--- config.mk ---
export PLATFORM = sky130hd
export DESIGN_NAME = line_sensor_centroid_position_unit
export DESIGN_NICKNAME = d
export VERILOG_FILES = /design/src/hdl/lscp_pkg.sv /design/src/hdl/lscp_datapath.sv /design/src/hdl/lscp_ctrl.sv /design/src/hdl/line_sensor_centroid_position_unit.sv
export SDC_FILE = /design/constraint.sdc
export NUM_CORES = 1
export LEC_CHECK = 0
export BUFFER_PORTS_ARGS = -buffer_cell sky130_fd_sc_hd__clkbuf_2
export CAP_MARGIN = 40
export CORE_MARGIN = 4
export CORE_UTILIZATION = 55
export DETAILED_ROUTE_END_ITERATION = 6
export HOLD_SLACK_MARGIN = 0.12
export PLACE_DENSITY = 0.8
export SLEW_MARGIN = 40
export SYNTH_ARGS = -nofsm -noshare
export SYNTH_HDL_FRONTEND = slang
export SYNTH_SLANG_ARGS = --single-unit
--- constraint.sdc ---
create_clock -name aclk -period 8.8 [get_ports aclk]
set_input_delay 0 -clock aclk [delete_from_list [all_inputs] [get_ports aclk]]
set_output_delay 0 -clock aclk [all_outputs]
set_load 0.03 [all_outputs]
--- src/hdl/lscp_pkg.sv ---
// Shared constants, widths and the controller-to-datapath command struct
// for the line sensor centroid position unit. No dependencies.
`default_nettype none

package lscp_pkg;

    localparam int NUM_SENSORS = 8;
    localparam int SAMPLE_W    = 10;
    localparam int WEIGHT_W    = 12;
    localparam int POS_W       = 15;

    localparam int IDX_W   = $clog2(NUM_SENSORS);
    // Sum of inverted samples and the index-weighted moment sum.
    localparam int TOTAL_W = $clog2(((1 << SAMPLE_W) - 1) * NUM_SENSORS + 1);
    localparam int MOM_W   =
        $clog2(((1 << SAMPLE_W) - 1) * NUM_SENSORS * (NUM_SENSORS + 1) / 2 + 1);
    localparam int NUM_W   = WEIGHT_W + MOM_W;
    localparam int STEP_W  = $clog2(NUM_W);

    localparam logic [WEIGHT_W-1:0] WEIGHT_RESET = WEIGHT_W'(1050);
    localparam logic [POS_W-1:0]    POS_MAX      = {POS_W{1'b1}};

    typedef struct packed {
        logic             store_en;
        logic [IDX_W-1:0] addr;
        logic             frame_end;
        logic             accum_en;
        logic             mult_en;
        logic             div_en;
        logic             out_load;
    } lscp_cmd_t;

endpackage

`default_nettype wire

--- src/hdl/lscp_datapath.sv ---
// Datapath: sample store, peak tracker, moment accumulators, multiplier
// and restoring divider, plus the result register. Uses lscp_pkg.
`default_nettype none

module lscp_datapath (
    input  wire logic                             aclk,
    input  wire logic                             aresetn,
    input  wire lscp_pkg::lscp_cmd_t              cmd,
    input  wire logic                             cfg_we,
    input  wire logic [lscp_pkg::WEIGHT_W-1:0]    cfg_data,
    input  wire logic [lscp_pkg::SAMPLE_W-1:0]    s_sample,
    output logic      [lscp_pkg::POS_W-1:0]       m_position,
    output logic                                  m_no_signal
);
    import lscp_pkg::*;

    logic [SAMPLE_W-1:0] store_reg [NUM_SENSORS];
    logic [SAMPLE_W-1:0] peak_reg, peak_next;
    logic [WEIGHT_W-1:0] weight_step_reg;
    logic [WEIGHT_W-1:0] weight_lat_reg;
    logic [TOTAL_W-1:0]  run_reg, run_next;
    logic [MOM_W-1:0]    mom_reg, mom_next;
    logic [NUM_W-1:0]    num_reg, num_next;
    logic [TOTAL_W-1:0]  rem_reg, rem_next;
    logic [POS_W-1:0]    pos_reg;
    logic                nosig_reg;

    logic [SAMPLE_W-1:0] inv;
    logic [TOTAL_W:0]    rem_sh;
    logic [TOTAL_W:0]    diff;
    logic                q_bit;
    logic [POS_W-1:0]    pos_calc;

    // Walking from the last sensor down, the running sum of inverted samples
    // is added into the moment once per step, so sensor k counts k+1 times.
    always_comb begin
        inv      = peak_reg - store_reg[cmd.addr];
        run_next = run_reg + TOTAL_W'(inv);
        mom_next = mom_reg + MOM_W'(run_next);
    end

    always_comb begin
        peak_next = peak_reg;
        if (cmd.store_en && (s_sample > peak_reg)) begin
            peak_next = s_sample;
        end
    end

    // One restoring division step per cycle; quotient bits shift into num_reg.
    always_comb begin
        rem_sh = {rem_reg, num_reg[NUM_W-1]};
        diff   = rem_sh - {1'b0, run_reg};
        q_bit  = (rem_sh >= {1'b0, run_reg});
        rem_next = q_bit ? diff[TOTAL_W-1:0] : rem_sh[TOTAL_W-1:0];
        num_next = {num_reg[NUM_W-2:0], q_bit};
    end

    always_comb begin
        if (|num_reg[NUM_W-1:POS_W]) begin
            pos_calc = POS_MAX;
        end else begin
            pos_calc = num_reg[POS_W-1:0];
        end
    end

    always_ff @(posedge aclk) begin
        if (!aresetn) begin
            peak_reg        <= '0;
            weight_step_reg <= WEIGHT_RESET;
        end else begin
            if (cfg_we) begin
                weight_step_reg <= cfg_data;
            end
            if (cmd.mult_en) begin
                peak_reg <= '0;
            end else begin
                peak_reg <= peak_next;
            end
        end
    end

    always_ff @(posedge aclk) begin
        if (cmd.store_en) begin
            store_reg[cmd.addr] <= s_sample;
        end
        if (cmd.frame_end) begin
            weight_lat_reg <= weight_step_reg;
            run_reg        <= '0;
            mom_reg        <= '0;
        end else if (cmd.accum_en) begin
            run_reg <= run_next;
            mom_reg <= mom_next;
        end
        if (cmd.mult_en) begin
            num_reg <= NUM_W'(weight_lat_reg) * NUM_W'(mom_reg);
            rem_reg <= '0;
        end else if (cmd.div_en) begin
            num_reg <= num_next;
            rem_reg <= rem_next;
        end
        if (cmd.out_load) begin
            if (run_reg == '0) begin
                pos_reg   <= '0;
                nosig_reg <= 1'b1;
            end else begin
                pos_reg   <= pos_calc;
                nosig_reg <= 1'b0;
            end
        end
    end

    assign m_position  = pos_reg;
    assign m_no_signal = nosig_reg;

endmodule

`default_nettype wire

--- src/hdl/lscp_ctrl.sv ---
// Controller: frame sequencing state machine, sample and step counters,
// and the result valid flag. Uses lscp_pkg for widths and the command type.
`default_nettype none

module lscp_ctrl (
    input  wire logic                aclk,
    input  wire logic                aresetn,
    input  wire logic                s_valid,
    output logic                     s_ready,
    output logic                     m_valid,
    input  wire logic                m_ready,
    output lscp_pkg::lscp_cmd_t      cmd
);
    import lscp_pkg::*;

    typedef enum logic [2:0] {
        ST_COLLECT,
        ST_ACCUM,
        ST_MULT,
        ST_DIV,
        ST_DONE
    } state_t;

    state_t             state_reg, state_next;
    logic [IDX_W-1:0]   cnt_reg, cnt_next;
    logic [STEP_W-1:0]  step_reg, step_next;
    logic               m_valid_reg, m_valid_next;
    logic               out_free;

    assign out_free = !m_valid_reg || m_ready;

    always_comb begin
        state_next = state_reg;
        cnt_next   = cnt_reg;
        step_next  = step_reg;
        cmd        = '0;
        unique case (state_reg)
            ST_COLLECT: begin
                cmd.addr = cnt_reg;
                if (s_valid) begin
                    cmd.store_en = 1'b1;
                    if (cnt_reg == IDX_W'(NUM_SENSORS - 1)) begin
                        cmd.frame_end = 1'b1;
                        cnt_next      = '0;
                        step_next     = STEP_W'(NUM_SENSORS - 1);
                        state_next    = ST_ACCUM;
                    end else begin
                        cnt_next = cnt_reg + 1'b1;
                    end
                end
            end
            ST_ACCUM: begin
                cmd.accum_en = 1'b1;
                cmd.addr     = step_reg[IDX_W-1:0];
                if (step_reg == '0) begin
                    state_next = ST_MULT;
                end else begin
                    step_next = step_reg - 1'b1;
                end
            end
            ST_MULT: begin
                cmd.mult_en = 1'b1;
                step_next   = STEP_W'(NUM_W - 1);
                state_next  = ST_DIV;
            end
            ST_DIV: begin
                cmd.div_en = 1'b1;
                if (step_reg == '0) begin
                    state_next = ST_DONE;
                end else begin
                    step_next = step_reg - 1'b1;
                end
            end
            ST_DONE: begin
                if (out_free) begin
                    cmd.out_load = 1'b1;
                    state_next   = ST_COLLECT;
                end
            end
            default: begin
                state_next = ST_COLLECT;
            end
        endcase
    end

    always_comb begin
        if (cmd.out_load) begin
            m_valid_next = 1'b1;
        end else if (m_ready) begin
            m_valid_next = 1'b0;
        end else begin
            m_valid_next = m_valid_reg;
        end
    end

    always_ff @(posedge aclk) begin
        if (!aresetn) begin
            state_reg   <= ST_COLLECT;
            cnt_reg     <= '0;
            step_reg    <= '0;
            m_valid_reg <= 1'b0;
        end else begin
            state_reg   <= state_next;
            cnt_reg     <= cnt_next;
            step_reg    <= step_next;
            m_valid_reg <= m_valid_next;
        end
    end

    assign s_ready = (state_reg == ST_COLLECT);
    assign m_valid = m_valid_reg;

endmodule

`default_nettype wire

--- src/hdl/line_sensor_centroid_position_unit.sv ---
// Top level of the line sensor centroid position unit.
// Instantiates lscp_ctrl and lscp_datapath; uses lscp_pkg.
//
// Usage: the sample channel (s_valid, s_ready, s_sample) takes one beat per
// sensor, sensors 0 to NUM_SENSORS-1 in order. After the last beat of a frame
// the unit walks the stored samples once (one sensor per cycle), multiplies
// the moment by weight_step, then runs a restoring divider that produces
// one quotient bit per cycle. The result beat (m_position, m_no_signal) is
// loaded after the last divide step. s_ready is low from the last sample
// beat until the result is loaded; the result register holds its beat while
// m_ready is low, and the next frame's samples are taken meanwhile. A
// finished frame waits for the result register to empty before it is loaded.
// weight_step is written through cfg_valid/cfg_ready/cfg_data; cfg_ready is
// always high. The value in force at a frame's last sample beat is used.
// Reset (aresetn low, synchronous) clears the frame position, the peak, and
// the result valid flag, and restores weight_step to 1050.
`default_nettype none

module line_sensor_centroid_position_unit (
    input  wire logic                             aclk,
    input  wire logic                             aresetn,
    input  wire logic                             cfg_valid,
    output logic                                  cfg_ready,
    input  wire logic [lscp_pkg::WEIGHT_W-1:0]    cfg_data,
    input  wire logic                             s_valid,
    output logic                                  s_ready,
    input  wire logic [lscp_pkg::SAMPLE_W-1:0]    s_sample,
    output logic                                  m_valid,
    input  wire logic                             m_ready,
    output logic      [lscp_pkg::POS_W-1:0]       m_position,
    output logic                                  m_no_signal
);
    import lscp_pkg::*;

    lscp_cmd_t cmd;

    assign cfg_ready = 1'b1;

    lscp_ctrl u_ctrl (
        .aclk    (aclk),
        .aresetn (aresetn),
        .s_valid (s_valid),
        .s_ready (s_ready),
        .m_valid (m_valid),
        .m_ready (m_ready),
        .cmd     (cmd)
    );

    lscp_datapath u_datapath (
        .aclk        (aclk),
        .aresetn     (aresetn),
        .cmd         (cmd),
        .cfg_we      (cfg_valid),
        .cfg_data    (cfg_data),
        .s_sample    (s_sample),
        .m_position  (m_position),
        .m_no_signal (m_no_signal)
    );

    // A frame's last sample closes the input until the result is loaded.
    a_frame_end_blocks: assert property (@(posedge aclk) disable iff (!aresetn)
        cmd.frame_end |=> !s_ready)
        else $error("sample channel open right after frame end");

    a_load_sets_valid: assert property (@(posedge aclk) disable iff (!aresetn)
        cmd.out_load |=> m_valid)
        else $error("result load did not raise m_valid");

    a_no_signal_zero: assert property (@(posedge aclk) disable iff (!aresetn)
        (m_valid && m_no_signal) |-> (m_position == '0))
        else $error("no_signal result with nonzero position");

    a_load_when_free: assert property (@(posedge aclk) disable iff (!aresetn)
        (cmd.out_load && m_valid) |-> m_ready)
        else $error("result overwritten while still waiting");

endmodule

`default_nettype wire
==> results by group <==
Run status
  • Outcome: complete, no violations

Placement
  • DP HPWL: 28.5 mm
  • Placed cell area: 17300 sq um
  • Placed Cells: 2134
  • Buffers added on ports: 44
  • Final GP Congestion: 0.912

Yosys
  • Syn avg cell area: 9.52 sq um
  • Async S/R FF share, synth: 0%
  • Synth Cell Area: 16800 sq um
  • Post-synth EDFFs: 136
  • Seq/Total Area, Yosys: 33.4%
  • Main flop type after synthesis: edfxtp_1
  • Flop and latch count out of synthesis: 212
  • Post-synth net total: 2063
  • Synth cell types: 71
  • Yosys Warn Count: 0
  • Synthesized netlist cell count: 1763

Floorplanning
  • Die W: 183 microns
  • Core area: 29900 sq um
  • Initial core utilization: 56.2%
  • # IOs: 46
  • Die height: 183 microns
  • Core Rows: 63
  • Die area: 33400 sq um

Min path
  • Hold depth: 2
  • Type of the worst min-delay path: in -> reg

Route
  • Drt pass-1 iters: 6
  • Post-route ant nets: 0
  • Vias per cell: 5.78
  • DR vias: 12900
  • DR iter-0 viols: 1142
  • Per-cell routed wire length: 17.7 microns
  • Total wire length: 39.5 mm
  • Drt drc: 0

Clock tree
  • Latest clock arrival within the worst-skew pair: 0.53 ns
  • Clock slew at reported path FFs: 0.07 ns
  • Maximum buffer depth of the clock tree: 3
  • Clock sinks: 212
  • H-Tree Depth: 1
  • Clock root buffer master: clkbuf_16
  • Setup bufs post-CTS: 0
  • Clock buffer count from CTS: 23
  • CTS tree: done

Critical path
  • Type of the worst setup path: reg -> reg
  • CP Launch Type: register
  • Reg2reg path depth: 29
  • CP delay by family, top: compound AO/OA/AOI/OAI gates
  • Largest stage delay on the critical path: 0.69 ns
  • Worst Setup End Kind: register
  • Crit path DAT: 7.00 ns
  • Worst path depth: 29
  • Critical path peak fanout: 34
  • Internal reg-to-reg setup slack: 2.24 ns
  • Worst Path Required: 9.24 ns
  • Crit path max-delay cell type: dfxtp_1
  • Worst path bufs/invs: 2

Global route
  • Vias in the first global route: 13100
  • Overall Global Routing Usage: 23.8%
  • Largest net degree at the start of global routing: 52
  • GRT overflow: 0
  • Initial antenna violation count: 0
  • First-pass GRT wire length: 65.8 mm

STA
  • Max-slew headroom: 43.4%
  • Tmin final: 6.56 ns
  • Slew of the pin with the lowest slew margin: 0.849 ns
  • # setup viols final: 0
  • Final Hold Viols: 0
  • Final Cycle Share: 74.6%
  • Setup_tns: 0 ns
  • Max-slew violation count: 0
  • Worst hold margin: 0.364 ns
  • Achievable clock frequency: 152 MHz
  • RSZ-0062 raised after global routing: no
  • Max Clock Skew: 0.0217 ns

Cells and area
  • Max FFs per register: 80
  • Nets: 2119
  • Final instance area: 18500 sq um
  • Antenna diodes: 0
  • P&R area growth vs syn: 10.5%
  • Post-Layout Cell Count: 2226
  • Filler Cell Count: 2351
  • Layout cell share with drive strength beyond 1: 6.43%

Flow run
  • Max-cap violations: 0
==> Yosys cell counts, drive strengths merged, types with 13 or more instances <==
cell type	instances	area, sq um
a211oi	19	143
a21o	17	128
a21oi	73	369
a31oi	16	100
and2	60	377
and3	13	81.3
buf	26	163
clkbuf	53	199
dfxtp	76	1520
edfxtp	136	4080
fa	144	2880
ha	129	1610
inv	180	676
mux2i	40	404
nand2	339	1270
nand3	33	165
nor2	95	357
nor2b	22	138
nor3	24	148
o21ai	78	398
xnor2	41	359
xor2	23	201
==> cells in the final DEF, fill, tap and decap left out, types with 59 or more instances in the layout <==
| master | n |
|---|---|
| inv_1 | 180 |
| fa_1 | 144 |
| a21oi_1 | 72 |
| o21ai_0 | 69 |
| dfxtp_1 | 76 |
| nand2_1 | 339 |
| nor2_1 | 93 |
| edfxtp_1 | 136 |
| and2_1 | 59 |
| ha_1 | 129 |
==> layer usage <==
| layer | global-route usage [%] | vias to the layer above | routed length [microns] |
|---|---|---|---|
| met5 | 0 | - | 0 |
| met4 | 6.90 | 0 | 1190 |
| met3 | 3.31 | 94 | 2560 |
| met2 | 41.8 | 489 | 19700 |
| met1 | 30.9 | 6278 | 16100 |
| li1 | - | 6011 | - |
==> final cells by class <==
type,count,area (sq um),share of cell area [%]
Timing Repair Buffer,110,841,4.54
Clock buffer,29,638,3.44
Inverter,180,676,3.64
Clock inverter,13,131,0.709
Tap cell,390,488,2.63
Multi-Input combinational cell,1292,10200,54.8
Sequential cell,212,5610,30.2
==> logic make-up (layout without fill, tap and decap cells) <==
| family | after synthesis | count (layout) | synth area share (%) |
|---|---|---|---|
| simple gates | 630 | 630 | 16.9 |
| compound gates | 284 | 284 | 11.0 |
| xor+xnor | 64 | 64 | 3.34 |
| buf+inv | 259 | 332 | 6.18 |
| fa+ha+maj | 273 | 273 | 26.8 |
| other cells | 1 | 1 | 0.0223 |
| mux | 40 | 40 | 2.41 |
| flops | 212 | 212 | 33.4 |
==> repair_timing <==
action	CTS	global route
resized for setup	0	0
hold endpoints to repair	114	0
endpoints found under the setup margin	0	0
hold buffers	50	0
==> per-stage QoR <==
stage / setup WS, ns / util [%]
2_1_floorplan: 3.35 / -
3_3_place_gp: 2.71 / 57.7
3_5_place_dp: 2.40 / 57.8
4_1_cts: 2.33 / 62.0
5_1_grt: 1.65 / 62.1
6_report: 2.24 / 62.1
==> path summary, 6_finish.rpt <==
kind                                                      from                       endpoint
worst max-delay path                       u_ctrl.state_reg[0]         u_datapath.mom_reg[12]
worst min-delay path                               s_sample[0]     u_datapath.store_reg[0][0]
worst max register to register             u_ctrl.state_reg[0]         u_datapath.mom_reg[12]
worst min register to register  u_datapath.weight_step_reg[11]  u_datapath.weight_lat_reg[11]
Power is left out: the tool's default activity adds up to more than one toggle a clock period on the data nets, which glitch-free logic cannot reach.
